**config.mk**
```make
export PLATFORM = sky130hd
export DESIGN_NAME = sorted_value_table
export DESIGN_NICKNAME = d
export VERILOG_FILES = /design/src/rtl/svt_pkg.sv /design/src/rtl/svt_cell.sv /design/src/rtl/sorted_value_table.sv
export SDC_FILE = /design/constraint.sdc
export NUM_CORES = 2
export LEC_CHECK = 0
export BUFFER_PORTS_ARGS = -buffer_cell sky130_fd_sc_hd__buf_2
export CAP_MARGIN = 20
export CORE_ASPECT_RATIO = 1.5
export CORE_MARGIN = 2
export CORE_UTILIZATION = 50
export CTS_CLUSTER_DIAMETER = 150
export DETAILED_ROUTE_END_ITERATION = 8
export GPL_ROUTABILITY_DRIVEN = 0
export GPL_TIMING_DRIVEN = 0
export PLACE_DENSITY = 0.76
export SYNTH_ARGS = -nofsm -noshare
export SYNTH_HDL_FRONTEND = slang
export SYNTH_HIERARCHICAL = 1
export SYNTH_SLANG_ARGS = --single-unit
```
**constraint.sdc**
```tcl
create_clock -name clk -period 4.4 [get_ports clk]
set_clock_uncertainty 0.05 [all_clocks]
set_input_delay 0.88 -clock clk [delete_from_list [all_inputs] [get_ports clk]]
set_output_delay 0.88 -clock clk [all_outputs]
set_load 0.02 [all_outputs]
```
**src/rtl/svt_pkg.sv**
```systemverilog
// Shared types and codes for the sorted value table.
`timescale 1ns / 1ps
`default_nettype none

package svt_pkg;

  localparam int DATA_W = 32;

  // Input kind codes.
  localparam logic KIND_INSERT = 1'b0;
  localparam logic KIND_REMOVE = 1'b1;

  // Result status codes.
  localparam logic [1:0] ST_DONE      = 2'd0;
  localparam logic [1:0] ST_NOT_FOUND = 2'd1;
  localparam logic [1:0] ST_FULL      = 2'd2;

  // Operation codes carried by the token that walks the cell chain.
  localparam logic [1:0] OP_NOP = 2'd0;
  localparam logic [1:0] OP_INS = 2'd1;
  localparam logic [1:0] OP_REM = 2'd2;

  typedef struct packed {
    logic                     kind;
    logic signed [DATA_W-1:0] value;
  } svt_in_t;

  typedef struct packed {
    logic [1:0] status;
    logic [4:0] entry_count;
  } svt_out_t;

  // Operation token handed from cell to cell, one cell per cycle.
  // For an insert, hit means the value chain has landed in a free cell;
  // for a remove, hit means the match was found and cells now shift down.
  typedef struct packed {
    logic                     vld;
    logic [1:0]               op;
    logic                     hit;
    logic signed [DATA_W-1:0] value;
  } svt_tok_t;

endpackage

`default_nettype wire

```
**src/rtl/svt_cell.sv**
```systemverilog
// One storage cell of the sorted chain: holds a value and passes the token on.
`timescale 1ns / 1ps
`default_nettype none

module svt_cell (
  input  wire logic                             clk,
  input  wire logic                             rst_n,
  input  wire svt_pkg::svt_tok_t                tok_i,
  output svt_pkg::svt_tok_t                     tok_o,
  input  wire logic signed [svt_pkg::DATA_W-1:0] nb_val_i,
  input  wire logic                             nb_vld_i,
  output logic signed [svt_pkg::DATA_W-1:0]     val_o,
  output logic                                  vld_o
);

  logic signed [svt_pkg::DATA_W-1:0] val_r;
  logic signed [svt_pkg::DATA_W-1:0] val_nxt;
  logic                              vld_r;
  logic                              vld_nxt;
  svt_pkg::svt_tok_t                 tok_r;
  svt_pkg::svt_tok_t                 tok_nxt;

  // Apply the passing operation to this cell.
  always_comb begin
    val_nxt = val_r;
    vld_nxt = vld_r;
    tok_nxt = tok_i;
    if (tok_i.vld) begin
      unique case (tok_i.op)
        svt_pkg::OP_INS: begin
          if (!tok_i.hit) begin
            if (!vld_r) begin
              // First free cell: the carried value lands here.
              val_nxt     = tok_i.value;
              vld_nxt     = 1'b1;
              tok_nxt.hit = 1'b1;
            end else if (!(val_r < tok_i.value)) begin
              // Carried value goes ahead of this one; push ours downstream.
              val_nxt       = tok_i.value;
              tok_nxt.value = val_r;
            end
          end
        end
        svt_pkg::OP_REM: begin
          // From the first match on, every cell takes its right neighbor.
          if (tok_i.hit || (vld_r && (val_r == tok_i.value))) begin
            val_nxt     = nb_val_i;
            vld_nxt     = nb_vld_i;
            tok_nxt.hit = 1'b1;
          end
        end
        default: begin
        end
      endcase
    end
  end

  // Cell value is payload only; the valid bit and the token are reset.
  always_ff @(posedge clk) begin
    val_r <= val_nxt;
    if (!rst_n) begin
      vld_r <= 1'b0;
      tok_r <= '0;
    end else begin
      vld_r <= vld_nxt;
      tok_r <= tok_nxt;
    end
  end

  assign tok_o = tok_r;
  assign val_o = val_r;
  assign vld_o = vld_r;

endmodule

`default_nettype wire

```
**src/rtl/sorted_value_table.sv**
```systemverilog
// Top level of the sorted value table: launch, cell chain, count and result words.
`timescale 1ns / 1ps
`default_nettype none

// The table keeps up to CAPACITY signed 32-bit values in ascending order in a
// chain of cells. Each input word is an insert (placed ahead of equal copies)
// or a remove (first copy), and yields one result word with a status and the
// new count. An operation walks the chain one cell per cycle, and the next word
// is accepted only once the token of the previous one has left the last cell.
// One finished result can wait in the output stage while the next word is
// accepted; the result of that word then waits in a holding register, and
// input stalls until the output stage drains. No clearing pass is needed
// after reset.
module sorted_value_table #(
  parameter int CAPACITY = 16
) (
  input  wire logic              clk,
  input  wire logic              rst_n,
  input  wire logic              in_valid,
  output logic                   in_ready,
  input  wire svt_pkg::svt_in_t  in_data,
  output logic                   out_valid,
  input  wire logic              out_ready,
  output svt_pkg::svt_out_t      out_data
);

  localparam int CW  = $clog2(CAPACITY + 1);
  localparam int CEW = CW + 5;

  svt_pkg::svt_tok_t                 tok_link [0:CAPACITY];
  logic signed [svt_pkg::DATA_W-1:0] val_link [1:CAPACITY];
  logic                              vld_link [0:CAPACITY];

  svt_pkg::svt_tok_t head_r;
  svt_pkg::svt_tok_t head_nxt;
  logic [CW-1:0]     count_r;
  logic [CW-1:0]     count_nxt;
  logic [CEW-1:0]    count_ext;
  logic              busy_r;
  logic              out_valid_r;
  svt_pkg::svt_out_t out_data_r;
  logic              hold_vld_r;
  svt_pkg::svt_out_t hold_data_r;
  svt_pkg::svt_out_t res_word;
  svt_pkg::svt_tok_t tail;
  logic              in_fire;
  logic              out_take;
  logic              full;

  assign in_ready = !busy_r && !hold_vld_r;
  assign in_fire  = in_valid && in_ready;
  assign out_take = out_valid_r && out_ready;
  assign full     = (count_r == CW'(CAPACITY));
  assign tail     = tok_link[CAPACITY];

  // Build the token for a newly accepted word; a refused insert walks as a no-op.
  always_comb begin
    head_nxt       = head_r;
    head_nxt.vld   = in_fire;
    head_nxt.hit   = 1'b0;
    head_nxt.value = in_data.value;
    if (in_data.kind == svt_pkg::KIND_REMOVE) begin
      head_nxt.op = svt_pkg::OP_REM;
    end else if (full) begin
      head_nxt.op = svt_pkg::OP_NOP;
    end else begin
      head_nxt.op = svt_pkg::OP_INS;
    end
  end

  always_ff @(posedge clk) begin
    if (!rst_n) begin
      head_r <= '0;
    end else begin
      head_r <= head_nxt;
    end
  end

  assign tok_link[0] = head_r;

  // Cell chain; the cell past the end reads as empty.
  assign val_link[CAPACITY] = '0;
  assign vld_link[CAPACITY] = 1'b0;

  for (genvar gi = 0; gi < CAPACITY; gi++) begin : g_cell
    if (gi == 0) begin : g_head
      svt_cell u_cell (
        .clk      (clk),
        .rst_n    (rst_n),
        .tok_i    (tok_link[gi]),
        .tok_o    (tok_link[gi+1]),
        .nb_val_i (val_link[gi+1]),
        .nb_vld_i (vld_link[gi+1]),
        .val_o    (),
        .vld_o    (vld_link[gi])
      );
    end else begin : g_body
      svt_cell u_cell (
        .clk      (clk),
        .rst_n    (rst_n),
        .tok_i    (tok_link[gi]),
        .tok_o    (tok_link[gi+1]),
        .nb_val_i (val_link[gi+1]),
        .nb_vld_i (vld_link[gi+1]),
        .val_o    (val_link[gi]),
        .vld_o    (vld_link[gi])
      );
    end
  end

  // New count and result word once the token leaves the last cell.
  always_comb begin
    count_nxt = count_r;
    res_word.status = svt_pkg::ST_DONE;
    unique case (tail.op)
      svt_pkg::OP_INS: begin
        count_nxt = count_r + CW'(1);
      end
      svt_pkg::OP_REM: begin
        if (tail.hit) begin
          count_nxt = count_r - CW'(1);
        end else begin
          res_word.status = svt_pkg::ST_NOT_FOUND;
        end
      end
      default: begin
        res_word.status = svt_pkg::ST_FULL;
      end
    endcase
    count_ext            = CEW'(count_nxt);
    res_word.entry_count = count_ext[4:0];
  end

  // Count, busy flag, output stage and holding register.
  always_ff @(posedge clk) begin
    if (!rst_n) begin
      count_r     <= '0;
      busy_r      <= 1'b0;
      out_valid_r <= 1'b0;
      hold_vld_r  <= 1'b0;
    end else begin
      if (in_fire) begin
        busy_r <= 1'b1;
      end
      if (tail.vld) begin
        busy_r  <= 1'b0;
        count_r <= count_nxt;
        if (!out_valid_r || out_take) begin
          out_valid_r <= 1'b1;
          out_data_r  <= res_word;
        end else begin
          hold_vld_r  <= 1'b1;
          hold_data_r <= res_word;
        end
      end else if (out_take) begin
        if (hold_vld_r) begin
          out_data_r <= hold_data_r;
          hold_vld_r <= 1'b0;
        end else begin
          out_valid_r <= 1'b0;
        end
      end
    end
  end

  assign out_valid = out_valid_r;
  assign out_data  = out_data_r;

  // Only one operation is ever in the chain.
  a_tail_needs_busy: assert property (@(posedge clk) disable iff (!rst_n)
    tail.vld |-> busy_r)
    else $error("token left the chain with no operation in flight");

  // The count never passes the capacity.
  a_count_bound: assert property (@(posedge clk) disable iff (!rst_n)
    count_r <= CW'(CAPACITY))
    else $error("entry count above capacity");

  // The holding register is used only behind a waiting output word.
  a_hold_behind_out: assert property (@(posedge clk) disable iff (!rst_n)
    hold_vld_r |-> out_valid_r)
    else $error("holding register full while output stage empty");

  // At rest, the head cell is occupied exactly when the table is not empty.
  a_head_matches_count: assert property (@(posedge clk) disable iff (!rst_n)
    !busy_r |-> (vld_link[0] == (count_r != '0)))
    else $error("head cell state disagrees with count");

  // An accepted word launches a token on the next cycle.
  a_launch: assert property (@(posedge clk) disable iff (!rst_n)
    in_fire |=> head_r.vld)
    else $error("accepted word did not launch a token");

endmodule

`default_nettype wire
```
==> Word-level counts from Yosys, hierarchy flattened <==
Index checks and enable logic that the tools add are counted.
{ "word_totals": {"ff_bits": 1130, "output_inout_bits": 9, "word_cells": 598} }
{ "op_classes": {"n_addsub": 2, "magnitude_cmp": 16, "eq_ne": 102, "muxes": 273, "bitwise_logic": 2, "n_reduce_logical": 95} }
{ "ops": {"columns": ["operator", "n"], "rows": [
  ["$mux 32", 112],
  ["$mux 33", 32],
  ["$pmux 32 s2", 16],
  ["$eq 32x32->1", 16],
  ["$lt 32x32->1", 16],
  ["$reduce_and 5->1", 16],
  ["$mux 1", 73],
  ["$reduce_and 4->1", 17],
  ["$pmux 1 s2", 32],
  ["$ne 3x3->1 const B", 16],
  ["$ne 2x2->1 const B", 18],
  ["$reduce_bool 2->1", 18],
  ["$eq 2x1->1 const B", 17],
  ["$eq 2x2->1 const B", 17],
  ["$ne 2x1->1 const B", 17],
  ["$mux 7", 4],
  ["$logic_and 1x1->1", 19],
  ["$logic_or 1x1->1", 17],
  ["$pmux 5 s2", 1],
  ["$reduce_and 3->1", 2],
  ["$add 5x1->5 const B", 1],
  ["$eq 5x5->1 const B", 1],
  ["$mux 5", 1],
  ["$sub 5x1->5 const B", 1],
  ["other kinds (6)", 10]
]} }

==> Depth between registers and ports, before layout <==
{ "logic_depth": {"depth_word": 6, "mapped_depth": 12} }

==> Hierarchy <==
Netlist, hierarchy kept.
{ "modules_own_cells": {"columns": ["module", "n_inst", "cells_per_inst", "area_per_inst_um2", "seq_area_each_um2"], "rows": [
  ["svt_cell at g_cell[0].g_head.u_cell ...", 11, 387, 3639.7, 1701.6],
  ["svt_cell at g_cell[6].g_body.u_cell ...", 4, 323, 3358.2, 1701.6],
  ["svt_cell at g_cell[12].g_body.u_cell", 1, 384, 3628.5, 1701.6],
  ["sorted_value_table", 1, 187, 2094.5, 1281.2]
]} }

==> Least setup slack after synthesis <==
No wires, ideal clock.
{ "synth_path": {"path_kind": "flip-flop to flip-flop", "start": "register g_cell[12].g_body.u_cell.val_r (netlist bit g_cell[12].g_body.u_cell/val_o[21])", "end": "register g_cell[12].g_body.u_cell.val_r (netlist bit g_cell[12].g_body.u_cell/val_o[0]) (enable)", "setup_ns": 0.441, "arrival_ns": 3.615, "required_time_ns": 3.909, "slack_ns": 0.294, "stages_incl_launch_ff": 9, "path_buffers": 0, "path_cell_list": "edfxtp_1 ha_1 a21o_1 a21o_1 a221o_1 o31a_1 nor3_4 xnor2_1 a31oi_1"} }
{ "synth_via": {"elab_chain_cells": 5} }
{ "synth_rtl": {"columns": ["item", "line_no", "source"], "rows": [
  ["from (decl)", "svt_cell.sv:16", "logic signed [svt_pkg::DATA_W-1:0] val_r;"],
  ["from (signal assigned)", "svt_cell.sv:60", "val_r <= val_nxt;"],
  ["parallel branches: the longest is 4 deep, another holds $lt 32x32->1", null, null],
  ["$reduce_and 5->1 (no line) (*)", null, null]
]} }
Every way passes the cells marked *.
A chain may end at the register's enable or synchronous reset.

==> Worst setup path in the final report <==
{ "layout_path": {"start": "register g_cell[2].g_body.u_cell.tok_r (netlist bit g_cell[2].g_body.u_cell/tok_o[16])", "end": "register g_cell[3].g_body.u_cell.val_r (netlist bit g_cell[3].g_body.u_cell/val_o[16]) (enable)"} }
{ "layout_via": {"elab_chain_cells": 5} }
{ "layout_rtl": {"columns": ["item", "line_no", "source"], "rows": [
  ["from (decl)", "svt_cell.sv:20", "svt_pkg::svt_tok_t tok_r;"],
  ["from (signal assigned)", "svt_cell.sv:66", "tok_r <= tok_nxt;"],
  ["parallel branches: the longest is 4 deep, another holds $lt 32x32->1", null, null],
  ["$reduce_and 5->1 (no line) (*)", null, null],
  ["to (signal assigned)", "svt_cell.sv:60", null],
  ["to (decl)", "svt_cell.sv:16", null]
]} }
Marks and branches as above.

==> reports/qor.txt <==
Clk sink count - 1,129
TritonRoute pass-1 iters - 6
Leakage - 25.7 nW
Max-slew violation count - 0
Post-layout instance area - 0.0643 mm2
Internal power - 0.0162 W
Worst EP required - 4780 ps
Core ar. - 0.115 mm2
Tcrit/Tclk final - 0.893
Number of antenna violations at the first check in global routing - 0
Clock root buffer - clkbuf_16
NumNets Final - 6,766
Clk pwr share - 0.447
Synth Cell Area - 0.0579 mm2
Fin Hold WS - 296 ps
Initial Util - 0.505
CP Cell Sequence - inv_1, ha_1, nand4_1, nor4_2, o311ai_1, and3_1, buf_2, xnor2_1, a31oi_4, buf_16
Max_slew headroom - 0.342
CTS resizes - 0
H-tree depth - 3
Dpl cells - 7,612
CP startpoint kind - flip-flop
CP Capture Type - flip-flop
Combinational power share - 0.028
Max Cap Viol - 0
CP delay by family, top - simple AND/OR/NAND/NOR gates
# hold bufs at CTS - 0
Worst Hold Path EP - head_r[26]
Die H - 421 um
# DRC - 0
Critical path peak fanout - 20
Largest net degree at the start of global routing - 33
Clk Latency, worst-skew pair - 730 ps
Clock Tree Buf Depth - 3
GR Util All Layers - 0.267
Antenna Violating Nets Remaining - 0
Iteration-0 DRC Markers - 3,437
DP HPWL - 125 mm
Status - finished, final reports clean
Hold Vio Cnt, Final - 0
Crit Path Class - reg -> reg
First-pass GRT wire length - 246 mm
Via Count - 44,700
Seq pwr share - 0.525
Remaining Overflow, GRT - 0
Commonest cells after routing, fill and taps aside - 1,336 x nand2_1, 603 x dfxtp_1, 586 x inv_1, 549 x ha_1, 546 x o21ai_0
I/O Buffers - 45
Final std cells w/o fill - 7,815
VDD IR max - 312 uV
Post-DP Area - 0.0607 mm2
Hold crit path type - in -> reg
Worst Tran Pin Value - 985 ps
Area Growth Syn to Fin - 11.0%
Reg2Reg Depth - 10
Synthesis Warnings - 6
Share of cells above drive strength 1 - 0.0661
CP max-delay cell - nor4_2
Switching share of power - 0.226
Critical Path Max Stage Delay - 720 ps
Fmax - 255 MHz
WHS Path Cells - 2
Final wirelength - 160 mm
Clk slew on worst S/H paths - 60 ps
Net Switching - 0.00475 W
Commonest non-fill, non-tap cell in the layout - nand2_1
Wirelength per Cell - 20.5 um
Post-CTS Setup Inserts - 0
Worst Path Arrival - 4310 ps
Cells after synthesis - 5,978
Crit path buf inv count - 3
TritonCTS Buffers - 106
FF-to-FF Start - g_cell[2].g_body.u_cell/tok_o[16]
CTS tree - built
Setup violators final - 0
Avg Synthesized Cell Area - 9.68 um2
I/O pins - 46
Die ar. - 0.119 mm2
# rows - 152
DIE WIDTH - 282 um
Vias in the first global route - 45,800
Unrepaired setup endpoints after global routing - false
Worst hold start - in_data[26]
Worst R2R End - g_cell[3].g_body.u_cell/val_o[16]
DR vias/cell - 5.72
Reg2reg setup slack - 470 ps
Pwr dens - 327 mW/mm2
Tmin final - 3930 ps
worst max-delay path by stage:
| stage | slack (ps) | end | from | cells past startpoint |
|---|---|---|---|---|
| after floorplan | 290 | g_cell[12].g_body.u_cell/val_o[0] | g_cell[12].g_body.u_cell/val_o[21] | 8 |
| after global placement | -1280 | g_cell[3].g_body.u_cell/val_o[18] | g_cell[3].g_body.u_cell/val_o[19] | 8 |
| after detailed placement | 620 | g_cell[3].g_body.u_cell/val_o[17] | g_cell[3].g_body.u_cell/val_o[19] | 9 |
| after CTS | 600 | g_cell[3].g_body.u_cell/val_o[16] | g_cell[3].g_body.u_cell/val_o[19] | 9 |
| after global routing | 360 | g_cell[3].g_body.u_cell/val_o[18] | g_cell[3].g_body.u_cell/val_o[19] | 9 |
| final | 470 | g_cell[3].g_body.u_cell/val_o[16] | g_cell[2].g_body.u_cell/tok_o[16] | 10 |
state kept, by name, summed over array words and instances (netlist names), 7 cells and up:
signal,count
g_cell.g_body.u_cell/tok_o,508
g_cell.g_body.u_cell/val_o,480
g_cell.g_head.u_cell/tok_o,36
head_r,35
g_cell.g_head.u_cell/val_o,32
g_cell.g_body.u_cell/vld_o,15
hold_data_r,7
out_data,7
final cells by class:
cell class              instances  area [um2]
plain buffers                 285        1470
flip-flops and latches       1129       27900
repair buffers                 58         556
multi-input cells            4014       26700
clock inverters                64         613
diodes                          1        2.50
clock buffers                 138        2950
fillers                      9606       50400
inverters                     586        2200
well taps                    1540        1930
per-stage QoR:
| step | setup slack [ps] | power [W] | TNS, ps | utilization |
|---|---|---|---|---|
| floorplan | 294 | 0.0116 | 0 | - |
| global placement | -1280 | 0.0118 | -417140 | 0.525 |
| CTS | 596 | 0.0211 | 0 | 0.561 |
| finish | 472 | 0.0210 | 0 | 0.561 |
| detailed placement | 620 | 0.0118 | 0 | 0.530 |
| global route | 356 | 0.0215 | 0 | 0.561 |
routing by layer:
layer | vias to the layer above | wire, um | track usage
li1 | 21100 | - | -
met1 | 21400 | 54500 | 0.259
met2 | 1560 | 85700 | 0.509
met3 | 651 | 6300 | 0.0317
met4 | 0 | 13400 | 0.201
met5 | - | 0 | 0
power by group through the flow:
stage / Clock [W] / Sequential [W] / Combinational (W)
final: 0.00938 / 0.0110 / 0.000587
after global routing: 0.00988 / 0.0110 / 0.000648
after CTS: 0.00948 / 0.0110 / 0.000578
after detailed placement: 0 / 0.0113 / 0.000573
after global placement: 0 / 0.0113 / 0.000546
after floorplan: 0 / 0.0112 / 0.000382
(Power assumes the default switching activity.)
